### config.mk
export PLATFORM = sky130hd
export DESIGN_NAME = erma_queue
export DESIGN_NICKNAME = d
export VERILOG_FILES = /design/src/rtl/core/erma_pkg.sv /design/src/rtl/core/erma_queue.sv
export SDC_FILE = /design/constraint.sdc
export NUM_CORES = 1
export LEC_CHECK = 0
export BUFFER_PORTS_ARGS = -buffer_cell sky130_fd_sc_hd__buf_2
export CORE_MARGIN = 2
export CORE_UTILIZATION = 45
export DETAILED_ROUTE_END_ITERATION = 10
export MAX_ROUTING_LAYER = met4
export PLACE_DENSITY = 0.75
export SYNTH_ARGS = -nofsm -noshare
export SYNTH_HDL_FRONTEND = slang
export SYNTH_SLANG_ARGS = --single-unit
### constraint.sdc
create_clock -name clk -period 3.1 [get_ports clk]
set_input_delay 0.465 -clock clk [delete_from_list [all_inputs] [get_ports clk]]
set_output_delay 0.465 -clock clk [all_outputs]
set_load 0.005 [all_outputs]
### src/rtl/core/erma_pkg.sv
// Shared types and constants for the event rate moving average block.
`timescale 1ns / 1ps
package erma_pkg;

  // Fixed field widths of the request and result channels.
  localparam int CHAN_W = 4;
  localparam int TS_W = 48;
  localparam int RATE_W = 10;

  // Milliseconds in one second, the numerator of the rate division.
  localparam int MS_PER_SEC = 1000;

  // Queue between the front and the back.
  localparam int QUEUE_DEPTH = 4;
  localparam int QUEUE_AW = 2;

  // One request that the front hands to the back.
  typedef struct packed {
    logic [CHAN_W-1:0] channel;
    logic [TS_W-1:0]   timestamp_ms;
  } erma_item_t;

  // Status that the shared divider reports to the back sequencer.
  typedef struct packed {
    logic busy;
    logic done;
  } erma_div_status_t;

endpackage

### src/rtl/core/erma_queue.sv
// Small queue that decouples the input stage from the rate sequencer.
`timescale 1ns / 1ps
module erma_queue (
  input  logic                  clk,
  input  logic                  rst,
  input  logic                  push_valid,
  output logic                  push_ready,
  input  erma_pkg::erma_item_t  push_item,
  output logic                  pop_valid,
  input  logic                  pop,
  output erma_pkg::erma_item_t  pop_item
);
  import erma_pkg::*;

  erma_item_t          entries [QUEUE_DEPTH];
  logic [QUEUE_AW-1:0] wr_ptr;
  logic [QUEUE_AW-1:0] rd_ptr;
  logic [QUEUE_AW:0]   fill;
  logic                do_push;
  logic                do_pop;

  assign push_ready = (fill != (QUEUE_AW+1)'(QUEUE_DEPTH));
  assign pop_valid  = (fill != '0);
  assign do_push    = push_valid && push_ready;
  assign do_pop     = pop && pop_valid;
  assign pop_item   = entries[rd_ptr];

  always_ff @(posedge clk) begin
    if (rst) begin
      wr_ptr <= '0;
      rd_ptr <= '0;
      fill   <= '0;
    end else begin
      if (do_push) begin
        wr_ptr <= wr_ptr + 1'b1;
      end
      if (do_pop) begin
        rd_ptr <= rd_ptr + 1'b1;
      end
      if (do_push && !do_pop) begin
        fill <= fill + 1'b1;
      end else if (do_pop && !do_push) begin
        fill <= fill - 1'b1;
      end
    end
  end

  always_ff @(posedge clk) begin
    if (do_push) begin
      entries[wr_ptr] <= push_item;
    end
  end

endmodule

==> impl_metrics.toml, run 1 <==
[pwr]
sw_frac_of_total_pct = 23.8
comb_power_share_pct = 19.5
p_leak_nw = 3.28
p_int_w = 0.00621
peakVddDrop_v = 0.000822
clockPowerShare_pct = 34.5
p_per_area_mw_per_mm2 = 845
seq_power_share_pct = 46.0
switching_power_w = 0.00194

[logic_synthesis]
syn_nets = 382
synth_cell_types = 24
synth_top_area_cell = "edfxtp_1"
ys_warn_count = 0
synth_edf_count = 208
syn_area_mm2 = 0.00803
ys_top_cells_by_area = "edfxtp_1 (78%), mux4_2 (14%), dfxtp_1 (2.2%)"
yosysTopAreaCellShare_pct = 77.8
ys_seq_area_share_pct = 80.0
ys_seq_elements = 217
synth.most_common_cell = "edfxtp_1"
yosys-top-cells-count = "edfxtp_1 (208), mux4_2 (50), dfxtp_1 (9)"
synth_cells = 320
ys.flop_type = "edfxtp_1"
avgSynthCellArea_um2 = 25.1
async_flop_share_pct = 0

[global_route]
antenna_found_initial = 0
grt_overflow = 0
grt_start_max_net_pins = 53
grt_pass1_wl_mm = 21.3
first_global_vias = 3930
grt_usage_pct = 15.6

[drt]
wl_per_cell_um = 20.1
first_pass_iters = 5
ant_nets = 0
vias = 3607
initialDrtViolationCount = 227
drt-total-wl_mm = 14.0
remaining_drc_errors = 0
via_per_inst = 5.20

[hold_path]
hold_class = "in -> reg"

[clock_tree]
cts.clk_slew.worst_paths_ns = 0.06
cts_made_buffers = 23
cts_hold_buf = 0
cts_buffer_depth = 3
cts_tree = "yes"
cts_root_buf = "clkbuf_16"
post_cts_buffers = 0
clock_sinks = 217
h-tree-depth = 1
clock_latency_ns = 0.49
post_cts_resized = 0

[sta]
hold_viol = 0
timing.slew.headroom_pct = 54.0
fmax_mhz = 381
rsz0062_at_grt = "no"
fin_crit_sh_pct = 84.7
finalSetupViolCount = 0
worstMarginPinSlew_ns = 0.690
drv_slew = 0
fin_skew_ns = 0.00553
final.min_clock_period_ns = 2.62
tns_ns = 0

[worst_setup_path]
crit_path_end_kind = "primary output"
cp.required_ns = 2.63
crit_path_start_kind = "register"
crit_type = "reg -> out"
path_max_fanout = 21
cp.arrival_ns = 2.16

[floorplan]
core_region_area_mm2 = 0.0174
chipWidth_um = 138
rows = 48
die_y_um = 138
io_pins = 110
start_util_pct = 46.3
die_area_mm2 = 0.0189

[finish]
multi_input_area_mm2 = 0.00145
regArea_mm2 = 0.00643
final_util_pct = 55.5
areaGrowthSynthToFinish_pct = 20.0
finalNonFillerCells = 693
antennaDiodeCount = 0
drive_gt1_share_pct = 45.5
layout.nets = 514
fill_cells = 1291

[place]
port_buffers = 109
place.gp.congestion = 0.697
dp_cells = 652
hpwl_mm = 8.37

[status]
outcome = "finished, final reports clean"

[job]
maxCapViolCount = 0
==> cell families (layout without fill, tap and decap cells) <==
logic type	count (synthesis)	in the layout	share of synthesized area, %
simple gates	17	17	1.04
flops	217	217	80.0
buf+inv	16	164	1.93
xor+xnor	4	4	0.436
mux	55	55	15.1
compound gates	5	5	0.467
fa+ha+maj	6	6	1.03
==> flip-flops by register name, summed over array words and instances, names as in the netlist, named ones only <==
name	count
entries	208
fill	3
rd_ptr	2
wr_ptr	2
==> critical path: stages, from the launching register on <==
cell and delay, ns:
dfxtp_4 0.63, buf_4 0.34, mux4_2 0.54, buf_2 0.15
==> final cells by class <==
type / count / share of cell area, %
Clock buffer: 23 / 5.97
Clock inverter: 18 / 2.26
Inverter: 3 / 0.117
Multi-Input combinational cell: 87 / 15.1
Sequential cell: 217 / 66.7
Tap cell: 225 / 2.92
Timing Repair Buffer: 120 / 6.91
==> power groups by stage <==
stage          registers (W)  logic (W)  clock network, W
2_1_floorplan        0.00370    0.00117                 0
3_5_place_dp         0.00383    0.00162                 0
3_3_place_gp         0.00380    0.00159                 0
5_1_grt              0.00379    0.00174           0.00298
6_report             0.00375    0.00158           0.00281
4_1_cts              0.00377    0.00163           0.00288
==> routing by layer <==
layer	part of all wire, %	track usage [%]	up-vias
li1	-	-	1621
met1	42	20.0	1853
met2	51	25.7	113
met3	5.8	3.20	20
met4	1.4	3.95	0
met5	0	-	-
==> metrics by stage <==
step | hold WS, ns | instance area (µm²) | power [W] | setup slack, ns
floorplan | 0.482 | 8030 | 0.00487 | 0.644
global placement | 0.492 | 8840 | 0.00539 | 0.929
detailed placement | 0.514 | 8840 | 0.00545 | 0.808
CTS | 0.166 | 9640 | 0.00827 | 0.370
global route | 0.172 | 9640 | 0.00852 | 0.303
finish | 0.186 | 9640 | 0.00814 | 0.476
==> path summary, 6_finish.rpt <==
check	startpoint	endpoint	slack (ns)	cells after the start
max	register	pop_item[24]	0.48	3
max reg2reg	fill[0]	fill[2]	0.82	8
min	push_item[30]	entries[0][30]	0.19	1
min reg2reg	wr_ptr[1]	wr_ptr[1]	0.53	2
==> cells in the final DEF (no fill, tap or decap), drive strengths merged <==
cell / count
a21boi: 1
a21oi: 1
and2: 4
buf: 120
bufinv: 5
clkbuf: 23
clkinv: 11
clkinvlp: 1
dfxtp: 9
edfxtp: 208
fa: 1
ha: 5
inv: 4
mux2: 1
mux2i: 2
mux4: 52
nand2: 1
nand2b: 2
nor2: 8
o21ai: 1
o311ai: 1
o31ai: 1
or3: 2
xor2: 4
Power figures use the tool's default switching activity.
==> run 2, diff against run 1 <==
--- a/config.mk
+++ b/config.mk
@@ -10,7 +10,7 @@
 export CORE_UTILIZATION = 45
 export DETAILED_ROUTE_END_ITERATION = 10
 export MAX_ROUTING_LAYER = met4
-export PLACE_DENSITY = 0.75
+export PLACE_DENSITY = 0.77
 export SYNTH_ARGS = -nofsm -noshare
 export SYNTH_HDL_FRONTEND = slang
 export SYNTH_SLANG_ARGS = --single-unit
==> constraint.sdc (replaced) <==
create_clock -name clk -period 2.4 [get_ports clk]
set_input_delay 0.36 -clock clk [delete_from_list [all_inputs] [get_ports clk]]
set_output_delay 0.36 -clock clk [all_outputs]
set_load 0.005 [all_outputs]
==> run 2 against run 1 <==
Effect of this change:
- global-route usage down 0.54 points
- largest cell class unchanged
- sequential cell count unchanged
- hold slack worse by 0.10 ns
- critical path depth unchanged
- register-to-register slack worse by 0.63 ns
- utilization down 0.81 points
- die area unchanged
- first-iteration DRC count up 8.8%
- final cell count down 0.72%
- wire length down 3.4%
==> impl_metrics.toml, run 2 (synthesis gave the netlist of run 1 again) <==
[clock_tree]
h-tree-depth = 1
cts_buffer_depth = 3
cts.clk_slew.worst_paths_ns = 0.06
cts_made_buffers = 22
post_cts_buffers = 0
cts_tree = "yes"
cts_hold_buf = 0
clock_latency_ns = 0.49
cts_root_buf = "clkbuf_16"
post_cts_resized = 0
clock_sinks = 217

[worst_setup_path]
cpPeakStageDelay_ns = 0.58
ff2ff_path_depth = 7
worst-path-stages = 3
crit_type = "reg -> out"
cp_top_family = "multiplexers"
cp.arrival_ns = 1.89
cp.required_ns = 2.04
crit_path_end_kind = "primary output"
path_max_fanout = 24
crit_path_top_delay_cell = "mux4_1"
path_buf_inv = 2
path_cells = "buf_12 > mux4_1 > buf_2"
crit_path_start_kind = "register"

[place]
hpwl_mm = 7.95
port_buffers = 109
place_ws_ns = 0.212
dp_cells = 651
place.gp.congestion = 0.674
placed_area_mm2 = 0.00886

[finish]
areaGrowthSynthToFinish_pct = 18.3
layout.nets = 512
layout_common_cells = "edfxtp_1 (208), buf_2 (109), mux4_2 (50)"
drive_gt1_share_pct = 43.8
design_area_mm2 = 0.00950
largest_register_ffs = 208
top_register = "entries"
final_common_cell = "edfxtp_1"
fill_cells = 1338
antennaDiodeCount = 0
reg_top3 = "entries (208), fill (3)"
finalNonFillerCells = 688

[floorplan]
io_pins = 110
core_region_area_mm2 = 0.0174
chipWidth_um = 138
die_y_um = 138
die_area_mm2 = 0.0189
rows = 48
start_util_pct = 46.3

[drt]
initialDrtViolationCount = 247
vias = 3587
drt-total-wl_mm = 13.5
wl_per_cell_um = 19.6
ant_nets = 0
first_pass_iters = 4
via_per_inst = 5.21
remaining_drc_errors = 0

[sta]
rsz0062_at_grt = "no"
timing.slew.headroom_pct = 61.5
tns_ns = 0
drv_slew = 0
fin_skew_ns = 0.0142
whs_ns = 0.0823
hold_viol = 0
worstMarginPinSlew_ns = 0.570
final.min_clock_period_ns = 2.25
fmax_mhz = 444
finalWorstSetupSlack_ns = 0.149
fin_crit_sh_pct = 93.8
finalSetupViolCount = 0

[global_route]
grt_usage_pct = 15.0
antenna_found_initial = 0
grt_pass1_wl_mm = 20.7
first_global_vias = 3903
grt_start_max_net_pins = 53
grt_overflow = 0

[hold_path]
whs_path_depth = 1
hold_class = "in -> reg"

[pwr]
p_per_area_mw_per_mm2 = 1040
p_leak_nw = 3.21
peakVddDrop_v = 0.000631

[status]
outcome = "finished, final reports clean"

[job]
maxCapViolCount = 0
==> run 2: stage by stage <==
| step | util (%) | total power (W) |
|---|---|---|
| 6_report | 54.7 | 0.00989 |
| 3_5_place_dp | 51.1 | 0.00703 |
| 2_1_floorplan | - | 0.00628 |
| 5_1_grt | 54.7 | 0.0104 |
| 3_3_place_gp | 51.1 | 0.00696 |
| 4_1_cts | 54.7 | 0.0101 |
==> run 2: cell type report <==
| type | count | area (µm²) | share of cell area, % |
|---|---|---|---|
| multi-input combinational | 87 | 1450 | 15.3 |
| clock buffer | 28 | 594 | 6.26 |
| clock inverter | 9 | 41.3 | 0.435 |
| inverter | 3 | 11.3 | 0.119 |
| sequential | 217 | 6430 | 67.7 |
| tap | 225 | 282 | 2.96 |
| timing repair buffer | 119 | 683 | 7.19 |
==> run 2: routing by layer <==
metal	up-vias	global-route usage, %	wire length, µm	share of wire, %
li1	1615	-	-	-
met1	1865	18.8	5590	41
met2	90	25.5	7040	52
met3	17	3.31	675	5.0
met4	0	3.38	174	1.3
met5	-	-	0	0
==> run 2: worst paths after layout <==
check | startpoint | to | slack [ns]
hold reg to reg | wr_ptr[1] | wr_ptr[1] | 0.55
setup / recovery | register | pop_item[48] | 0.15
hold / removal | push_item[12] | entries[1][12] | 0.08
setup reg to reg | fill[1] | fill[2] | 0.19
==> run 2: power breakdown <==
group / switching, W / leakage, nW / internal [W]
clock network: 0.00126 / 0.311 / 0.00174
logic: 0.000990 / 0.913 / 0.00114
registers: 0.000144 / 1.98 / 0.00461
