## src/rtl/core/erma_pkg.sv

```systemverilog
// Shared types and constants for the event rate moving average block.
`timescale 1ns / 1ps
package erma_pkg;

  // Fixed field widths of the request and result channels.
  localparam int CHAN_W = 4;
  localparam int TS_W = 48;
  localparam int RATE_W = 10;

  // Milliseconds in one second, the numerator of the rate division.
  localparam int MS_PER_SEC = 1000;

  // Queue between the front and the back.
  localparam int QUEUE_DEPTH = 4;
  localparam int QUEUE_AW = 2;

  // One request that the front hands to the back.
  typedef struct packed {
    logic [CHAN_W-1:0] channel;
    logic [TS_W-1:0]   timestamp_ms;
  } erma_item_t;

  // Status that the shared divider reports to the back sequencer.
  typedef struct packed {
    logic busy;
    logic done;
  } erma_div_status_t;

endpackage

```

## src/rtl/core/erma_front.sv

```systemverilog
// Input stage: accepts requests, drops the ones that cause no work, holds one for the queue.
`timescale 1ns / 1ps
module erma_front #(
  parameter int NUM_CHANNELS = 16
) (
  input  logic                  clk,
  input  logic                  rst,
  input  logic                  s_tvalid,
  output logic                  s_tready,
  input  logic [55:0]           s_tdata,
  input  logic [0:0]            s_tuser,
  output logic                  push_valid,
  input  logic                  push_ready,
  output erma_pkg::erma_item_t  push_item
);
  import erma_pkg::*;

  logic       hold_valid;
  logic       hold_valid_next;
  erma_item_t hold_item;
  logic       accept;
  logic       keep;
  logic [CHAN_W-1:0] in_channel;

  assign in_channel = s_tdata[CHAN_W-1:0];
  assign s_tready   = !hold_valid || push_ready;
  assign accept     = s_tvalid && s_tready;
  // Only relative motion on an existing channel reaches the back.
  assign keep       = accept && s_tuser[0] && (32'(in_channel) < NUM_CHANNELS);

  always_comb begin
    if (keep) begin
      hold_valid_next = 1'b1;
    end else if (push_ready) begin
      hold_valid_next = 1'b0;
    end else begin
      hold_valid_next = hold_valid;
    end
  end

  always_ff @(posedge clk) begin
    if (rst) begin
      hold_valid <= 1'b0;
    end else begin
      hold_valid <= hold_valid_next;
    end
  end

  always_ff @(posedge clk) begin
    if (keep) begin
      hold_item.channel      <= in_channel;
      hold_item.timestamp_ms <= s_tdata[CHAN_W+TS_W-1:CHAN_W];
    end
  end

  assign push_valid = hold_valid;
  assign push_item  = hold_item;

endmodule

```

## config.mk

```make
export PLATFORM = sky130hd
export DESIGN_NAME = erma_front
export DESIGN_NICKNAME = d
export VERILOG_FILES = /design/src/rtl/core/erma_pkg.sv /design/src/rtl/core/erma_front.sv
export SDC_FILE = /design/constraint.sdc
export NUM_CORES = 1
export LEC_CHECK = 0
export ABC_AREA = 1
export BUFFER_PORTS_ARGS = -buffer_cell sky130_fd_sc_hd__buf_2
export CAP_MARGIN = 20
export CORE_UTILIZATION = 42
export DETAILED_ROUTE_END_ITERATION = 8
export GPL_TIMING_DRIVEN = 0
export PLACE_DENSITY = 0.84
export SLEW_MARGIN = 20
export SYNTH_ARGS = -nofsm -noshare
export SYNTH_HDL_FRONTEND = slang
export SYNTH_SLANG_ARGS = --single-unit
```

## constraint.sdc

```tcl
create_clock -name clk -period 7.3 [get_ports clk]
set_input_delay 1.825 -clock clk [delete_from_list [all_inputs] [get_ports clk]]
set_output_delay 1.825 -clock clk [all_outputs]
set_load 0.01 [all_outputs]
```

==> impl_metrics.env, run 1 <==
export IMPL_dp_slack_ps=3250
export IMPL_clockPowerShare=0.277
export IMPL_synth_flop_cell="edfxtp_1"
export IMPL_ys_ff_latch=53
export IMPL_final_hold_violation_count=0
export IMPL_async_flop_share=0
export IMPL_synth_edf_count=52
export IMPL_syn_instance_count=58
export IMPL_cts_root_buf="clkbuf_8"
export IMPL_fp_dieW_microns=63.9
export IMPL_rows=22
export IMPL_fin_hold_ws_ps=564
export IMPL_wl_per_cell_microns=13.5
export IMPL_ir_drop_mv=0.142
export IMPL_hp_class="flop to flop"
export IMPL_dp_hpwl_mm=2.37
export IMPL_leakagePower_uw=0.00101
export IMPL_vias_per_cell=4.33
export IMPL_synth_avg_cell_area_sq_um=27.7
export IMPL_ys_seq_area_frac=0.983
export IMPL_power_frac_comb=0.080
export IMPL_yosys_top_cells_area="edfxtp_1 (97%), dfxtp_1 (1.2%), a21oi_2 (0.54%)"
export IMPL_yosysMostFrequentCell="edfxtp_1"
export IMPL_cts_hold_buffers=0
export IMPL_p_sw_frac=0.201
export IMPL_critPathSlowestCell="buf_2"
export IMPL_fp_dieH_microns=63.9
export IMPL_cp_slowest_stage_delay_ps=140
export IMPL_synth_distinct_cells=7
export IMPL_grtUsageTotal=0.159
export IMPL_path_delay_family="buffers and inverters"
export IMPL_die_area_sq_um=4080
export IMPL_sequentialPowerShare=0.643
export IMPL_h_tree_depth=2
export IMPL_ioPinCount=115
export IMPL_clk_latency_ps=290
export IMPL_clockBufferDepth=2
export IMPL_antenna_found_initial=1
export IMPL_p_int_uw=438
export IMPL_finClkSkew_ps=6.02
export IMPL_cts_setup_buffers=0
export IMPL_tns_ps=0
export IMPL_status="finished, final reports clean"
export IMPL_first_iter_violations=47
export IMPL_crit_chain="buf_2 > inv_2 > nand2_2 > buf_2"
export IMPL_fin_crit_sh=0.554
export IMPL_crit_buf_inv=3
export IMPL_setup_viol=0
export IMPL_core_area_sq_um=3660
export IMPL_setup_worst_path_end_class="primary output"
export IMPL_drcViolationCount=0
export IMPL_worst_slack_ps=3260
export IMPL_initial_utilization=0.440
export IMPL_slew_headroom=0.825
export IMPL_layout_nets=238
export IMPL_arrival_ps=2220
export IMPL_num_vias=982
export IMPL_maxSlewViolCount=0
export IMPL_globalplace_congestion=0.667
export IMPL_p_per_area_nw_per_um2=231
export IMPL_ant_nets=0
export IMPL_layout_drive_gt1_share=0.691
export IMPL_synth_top_area_frac=0.970
export IMPL_synth_largest_area_cell="edfxtp_1"
export IMPL_nFillCells=277
export IMPL_timing_fmax_mhz=247
export IMPL_grt_pass1_wl_mm=4.42
export IMPL_grt_pass1_vias=954
export IMPL_path_class="input port to primary output"
export IMPL_first_pass_iters=4
export IMPL_fin_crit_ps=4040
export IMPL_start_kind="input port"
export IMPL_critPathMostFrequentCell="buf_2"
export IMPL_globalRoute_totalOverflow=0
export IMPL_tightest_slew_ps=261
export IMPL_power_switching_uw=110
export IMPL_clkTransAtPathRegs_ps=80
export IMPL_syn_nets=119
export IMPL_synthesis_area_sq_um=1610
export IMPL_synth_warnings=0
export IMPL_maxCapViolCount=0
export IMPL_finalWirelength_mm=3.06
export IMPL_cts_resized=0
export IMPL_required_ps=5480
export IMPL_cts_sinks=53
export IMPL_cts_tree="built"
export IMPL_crit_fanout=2
export IMPL_grt_max_degree=28
export IMPL_syn2layout_area_growth_pct=47.4
export IMPL_portBuffers=110
export IMPL_cts_buffers=5
export IMPL_grt_setup_unrepaired="false"
[cell type report]
cell class	instances	area, sq um	share of cell area
sequential	53	1580	0.667
inverter	1	3.75	0.00158
multi-input combinational	4	35.0	0.0148
antenna	1	2.50	0.00106
clock buffer	6	72.6	0.0306
clock inverter	2	10.0	0.00422
tap	48	60.1	0.0253
timing repair buffer	112	606	0.255
[logic make-up after synthesis]
logic type	after synthesis	synth area share
compound gates	2	0.00855
buf+inv	1	0.00233
flops	53	0.983
simple gates	2	0.00622
[worst reg2reg max path: stages (launching register included)]
cell	delay, ps
dfxtp_1	370
a21oi_4	290
buf_16	220
[state kept, by name, indices dropped and copies added, names as in the netlist]
name / flops
push_valid: 1
push_item: 52
[power by group through the flow]
| stage | clock network (uW) | registers [uW] | logic (uW) |
|---|---|---|---|
| after floorplan | 0 | 368 | 5.32 |
| after global placement | 0 | 360 | 38.5 |
| after detailed placement | 0 | 359 | 44.7 |
| after CTS | 159 | 353 | 44.8 |
| after global routing | 170 | 354 | 47.6 |
| final | 151 | 352 | 44.0 |
[cell usage in the layout (no fill, tap or decap)]
cell type and instances:
a21oi_2 1, clkinv_2 2, edfxtp_1 52, diode_2 1
buf_16 2, dfxtp_1 1, inv_2 1, nand2_2 1
a21oi_4 1, nand2_1 1, buf_2 110, clkbuf_8 5
clkbuf_1 1
[final timing paths]
kind	depth (start not counted)	slack, ps	startpoint	to
min	2	560	push_valid	push_valid
max reg2reg	2	6130	push_valid	push_item[44]
max	4	3260	push_ready	s_tready
min reg2reg	2	560	push_valid	push_valid
[stage by stage]
step	cells	total power, uW	util	instance area [sq um]
after floorplan	58	373	-	1610
after global placement	216	399	0.606	2220
after global routing	226	572	0.647	2370
after detailed placement	218	404	0.624	2290
final	227	548	0.648	2370
after CTS	226	556	0.647	2370
[routing by layer]
layer  wire length, microns  track usage  share of wire  vias up
li1                       -            -              -      466
met1                   1010        0.150           0.33      438
met2                   1500        0.246           0.49       72
met3                    487        0.123           0.16        6
met4                     57       0.0852          0.019        0
met5                      0            0              0        -
(Power assumes the default switching activity.)
==> run 2: changes to the inputs <==
--- a/config.mk
+++ b/config.mk
@@ -8,10 +8,10 @@
 export ABC_AREA = 1
 export BUFFER_PORTS_ARGS = -buffer_cell sky130_fd_sc_hd__buf_2
 export CAP_MARGIN = 20
-export CORE_UTILIZATION = 42
+export CORE_UTILIZATION = 39
 export DETAILED_ROUTE_END_ITERATION = 8
 export GPL_TIMING_DRIVEN = 0
-export PLACE_DENSITY = 0.84
+export PLACE_DENSITY = 0.79
 export SLEW_MARGIN = 20
 export SYNTH_ARGS = -nofsm -noshare
 export SYNTH_HDL_FRONTEND = slang
==> constraint.sdc (replaced) <==
create_clock -name clk -period 4.15 [get_ports clk]
set_input_delay 1.0375 -clock clk [delete_from_list [all_inputs] [get_ports clk]]
set_output_delay 1.0375 -clock clk [all_outputs]
set_load 0.01 [all_outputs]
==> run 2 against run 1 <==
  * First-iteration DRC count is 13% lower
  * Clock skew is 2.6 ps lower
  * Critical path depth stayed put
  * Non-clock buffer count is 1 lower
  * Critical endpoint unchanged
  * Largest power group unchanged
==> impl_metrics.env, run 2 (synthesis results as in run 1) <==
export IMPL_h_tree_depth=2
export IMPL_dp_slack_ps=1680
export IMPL_rows=22
export IMPL_path_class="input port to primary output"
export IMPL_cts_sinks=53
export IMPL_final_core_util=0.624
export IMPL_dp_hpwl_mm=2.38
export IMPL_nFillCells=290
export IMPL_largest_reg_flops=52
export IMPL_r2r_end="push_item[22]"
export IMPL_fp_dieW_microns=66.2
export IMPL_layout_nets=237
export IMPL_cts_tree="built"
export IMPL_grt_max_degree=29
export IMPL_crit_start="push_ready"
export IMPL_worst_slack_ps=1690
export IMPL_wl_met3_microns=394
export IMPL_globalplace_congestion=0.677
export IMPL_power_uw=1030
export IMPL_maxSlewViolCount=0
export IMPL_die_area_sq_um=4390
export IMPL_r2r_slack_ps=2540
export IMPL_fin_crit_ps=2460
export IMPL_wl_met1_mm=1.14
export IMPL_stdcell_area_sq_um=2370
export IMPL_hp_class="flop to flop"
export IMPL_fp_dieH_microns=66.2
export IMPL_core_area_sq_um=3800
export IMPL_layout_commonest_cell="buf_2"
export IMPL_worstReg2RegStart="push_valid"
export IMPL_status="finished, final reports clean"
export IMPL_clockBufferDepth=2
export IMPL_required_ps=3110
export IMPL_clk_latency_ps=290
export IMPL_tightest_slew_ps=820
export IMPL_dr_wl_met2_mm=1.51
export IMPL_ant_nets=0
export IMPL_cts_root_buf="clkbuf_8"
export IMPL_cts_buffers=5
export IMPL_final_hold_violation_count=0
export IMPL_num_vias=983
export IMPL_crit_fanout=2
export IMPL_grt_pass1_wl_mm=4.26
export IMPL_first_iter_violations=41
export IMPL_drcViolationCount=0
export IMPL_layout_drive_gt1_share=0.689
export IMPL_clkTransAtPathRegs_ps=90
export IMPL_tns_ps=0
export IMPL_grtUsageTotal=0.141
export IMPL_ff2ff_path_depth=2
export IMPL_maxCapViolCount=0
export IMPL_timing_fmax_mhz=406
export IMPL_finClkSkew_ps=3.46
export IMPL_first_pass_iters=2
export IMPL_fin_crit_sh=0.594
export IMPL_worstSetupEndpoint="s_tready"
export IMPL_start_kind="input port"
export IMPL_setup_worst_path_end_class="primary output"
export IMPL_cts_hold_buffers=0
export IMPL_initial_utilization=0.424
export IMPL_globalRoute_totalOverflow=0
export IMPL_cts_resized=0
export IMPL_syn2layout_area_growth_pct=47.2
export IMPL_grt_pass1_vias=988
export IMPL_num_antenna_cells=0
export IMPL_leakagePower_uw=0.00100
export IMPL_setup_viol=0
export IMPL_arrival_ps=1430
export IMPL_wl_per_cell_microns=13.6
export IMPL_finalWirelength_mm=3.05
export IMPL_ioPinCount=115
export IMPL_cts_setup_buffers=0
export IMPL_grt_setup_unrepaired="false"
export IMPL_postPlaceCellArea_sq_um=2260
export IMPL_slew_headroom=0.452
export IMPL_whs_path_depth=2
export IMPL_final_cell_mix="buf_2 (110), edfxtp_1 (52), clkbuf_8 (5)"
export IMPL_vias_per_cell=4.37
export IMPL_ir_drop_mv=0.318
export IMPL_top_layer="met4"
export IMPL_antenna_found_initial=0
export IMPL_portBuffers=110
export IMPL_p_per_area_nw_per_um2=434
## run 2: worst max-delay path, stage by stage
cell and delay (ps):
buf_2 100, inv_2 80, nand2_2 60, buf_2 150
## run 2: metrics by stage
stage	instances	hold slack, ps
after floorplan	58	542
after global placement	216	474
after detailed placement	217	522
after CTS	225	537
after global routing	225	564
final	225	535
## run 2: how the worst min path moves through the flow
stage,start,to
finish,push_valid,push_valid
global route,push_valid,push_valid
CTS,push_valid,push_valid
detailed placement,push_valid,push_valid
global placement,push_valid,push_valid
floorplan,push_valid,push_valid
## run 2: layout make-up
| cell class | instances | area [sq um] | area share |
|---|---|---|---|
| Sequential cell | 53 | 1580 | 0.668 |
| Timing Repair Buffer | 111 | 578 | 0.244 |
| Clock buffer | 5 | 68.8 | 0.0291 |
| Tap cell | 48 | 60.1 | 0.0254 |
| Clock inverter | 3 | 41.3 | 0.0174 |
| Multi-Input combinational cell | 4 | 35.0 | 0.0148 |
| Inverter | 1 | 3.75 | 0.00158 |
## run 2: power breakdown
part | switching [uW] | internal (uW)
Combinational | 38.0 | 35.9
Sequential | 6.02 | 615
Clock | 157 | 178
Total | 201 | 828
## run 2: metal layers
metal / global-route usage / vias to the layer above
met5: 0 / -
met4: 0.0718 / 0
met3: 0.0741 / 2
met2: 0.232 / 71
met1: 0.145 / 445
li1: - / 465
==> run 3: changes to the inputs <==
--- a/config.mk
+++ b/config.mk
@@ -8,10 +8,10 @@
 export ABC_AREA = 1
 export BUFFER_PORTS_ARGS = -buffer_cell sky130_fd_sc_hd__buf_2
 export CAP_MARGIN = 20
-export CORE_UTILIZATION = 39
+export CORE_UTILIZATION = 36
 export DETAILED_ROUTE_END_ITERATION = 8
 export GPL_TIMING_DRIVEN = 0
-export PLACE_DENSITY = 0.79
+export PLACE_DENSITY = 0.77
 export SLEW_MARGIN = 20
 export SYNTH_ARGS = -nofsm -noshare
 export SYNTH_HDL_FRONTEND = slang
==> constraint.sdc (replaced) <==
create_clock -name clk -period 2.1 [get_ports clk]
set_input_delay 0.525 -clock clk [delete_from_list [all_inputs] [get_ports clk]]
set_output_delay 0.525 -clock clk [all_outputs]
set_load 0.01 [all_outputs]
==> run 3 against run 2 <==
  * Register-to-register slack worse by 1900 ps
  * Wire length stayed put
  * Clock power is 60% higher
  * Critical path type is now flop to primary output
  * Critical endpoint unchanged
==> impl_metrics.env, run 3 (synthesis results as in run 1) <==
export IMPL_path_class="flop to primary output"
export IMPL_arrival_ps=950
export IMPL_clk_latency_ps=290
export IMPL_fp_dieW_microns=68.9
export IMPL_wl_per_cell_microns=13.4
export IMPL_final_core_util=0.573
export IMPL_cts_buffers=5
export IMPL_antenna_found_initial=0
export IMPL_clkTransAtPathRegs_ps=90
export IMPL_grt_max_degree=23
export IMPL_final_cell_mix="buf_2 (110), edfxtp_1 (52), clkbuf_8 (5)"
export IMPL_cts_setup_buffers=0
export IMPL_p_per_area_nw_per_um2=805
export IMPL_ant_nets=0
export IMPL_stdcell_area_sq_um=2380
export IMPL_clockBufferDepth=2
export IMPL_grt_pass1_wl_mm=4.37
export IMPL_first_iter_violations=46
export IMPL_ioPinCount=115
export IMPL_fin_hold_ws_ps=379
export IMPL_cts_sinks=53
export IMPL_grtUsageTotal=0.140
export IMPL_cp_slowest_stage_delay_ps=420
export IMPL_largest_reg_flops=52
export IMPL_cts_tree="built"
export IMPL_wl_met3_microns=528
export IMPL_core_area_sq_um=4140
export IMPL_stdcell_count=228
export IMPL_finalWirelength_mm=3.05
export IMPL_layout_commonest_cell="buf_2"
export IMPL_ir_drop_mv=0.527
export IMPL_cts_hold_buffers=0
export IMPL_slew_headroom=0.591
export IMPL_wl_met1_microns=900
export IMPL_top_layer="met4"
export IMPL_portBuffers=110
export IMPL_setup_worst_path_end_class="primary output"
export IMPL_vias_per_cell=4.22
export IMPL_layout_drive_gt1_share=0.691
export IMPL_h_tree_depth=2
export IMPL_grt_setup_unrepaired="false"
export IMPL_fin_crit_sh=0.703
export IMPL_maxSlewViolCount=0
export IMPL_power_uw=1910
export IMPL_leakagePower_uw=0.00100
export IMPL_timing_fmax_mhz=677
export IMPL_maxCapViolCount=0
export IMPL_cts_resized=0
export IMPL_crit_chain="nand2_2 > buf_2"
export IMPL_syn2layout_area_growth_pct=47.7
export IMPL_globalRoute_totalOverflow=0
export IMPL_finClkSkew_ps=7.06
export IMPL_die_area_sq_um=4740
export IMPL_setup_viol=0
export IMPL_num_vias=962
export IMPL_final_hold_violation_count=0
export IMPL_fin_crit_ps=1480
export IMPL_drcViolationCount=0
export IMPL_first_pass_iters=4
export IMPL_cts_root_buf="clkbuf_8"
export IMPL_postPlaceCellArea_sq_um=2290
export IMPL_tightest_slew_ps=612
export IMPL_placed_cells=220
export IMPL_start_kind="flop"
export IMPL_path_delay_family="flip-flops"
export IMPL_crit_buf_inv=1
export IMPL_critPathSlowestCell="dfxtp_1"
export IMPL_dr_wl_met2_mm=1.59
export IMPL_status="finished, final reports clean"
export IMPL_nFillCells=341
export IMPL_globalplace_congestion=0.640
export IMPL_hp_class="input port to flop"
export IMPL_num_antenna_cells=0
export IMPL_rows=23
export IMPL_initial_utilization=0.388
export IMPL_fp_dieH_microns=68.9
export IMPL_grt_pass1_vias=1040
export IMPL_layout_nets=238
export IMPL_crit_fanout=3
export IMPL_required_ps=1570
[run 3: cell count changes in the layout (fill, tap and decap cells not counted)]
cell / change
clkinvlp_4: +1
clkbuf_1: +1
buf_16: +1
bufinv_16: -1
clkinv_1: -1
[run 3: worst paths after layout]
check	from	to	slack [ps]	depth (start not counted)
setup / recovery	push_valid	s_tready	620	2
hold / removal	rst	push_valid	380	2
setup reg to reg	push_valid	push_item[46]	670	2
hold reg to reg	push_valid	push_valid	540	2
[run 3: final cells by class]
type                    instances  area (sq um)  share of cell area
clock buffers                   6          72.6              0.0305
clock inverters                 2          15.0             0.00632
inverters                       1          3.75             0.00158
multi-input cells               4          35.0              0.0147
flip-flops and latches         53          1580               0.666
well taps                      50          62.6              0.0263
repair buffers                112           606               0.255
[run 3: power breakdown]
group	leakage, uW	switching (uW)	internal [uW]
registers	0.000495	10.1	1210
clock network	0.0000374	301	235
logic	0.000469	76.0	76.5
[run 3: metrics by stage]
step           worst slack (ps)  TNS, ps
3_5_place_dp                294        0
5_1_grt                     559        0
2_1_floorplan               178        0
6_report                    624        0
4_1_cts                     603        0
3_3_place_gp               -194   -10050
[run 3: worst reg2reg max path: cells and delay by family, from the launching register on]
family / cells / cell delay (ps)
flip-flops: 1 / 360
buffers and inverters: 1 / 240
AO/OA/AOI/OAI: 1 / 530
[run 3: per-layer routing]
| metal | track usage | vias to the layer above |
|---|---|---|
| li1 | - | 467 |
| met1 | 0.109 | 424 |
| met4 | 0.0689 | 0 |
| met2 | 0.239 | 69 |
| met3 | 0.118 | 2 |
| met5 | 0 | - |
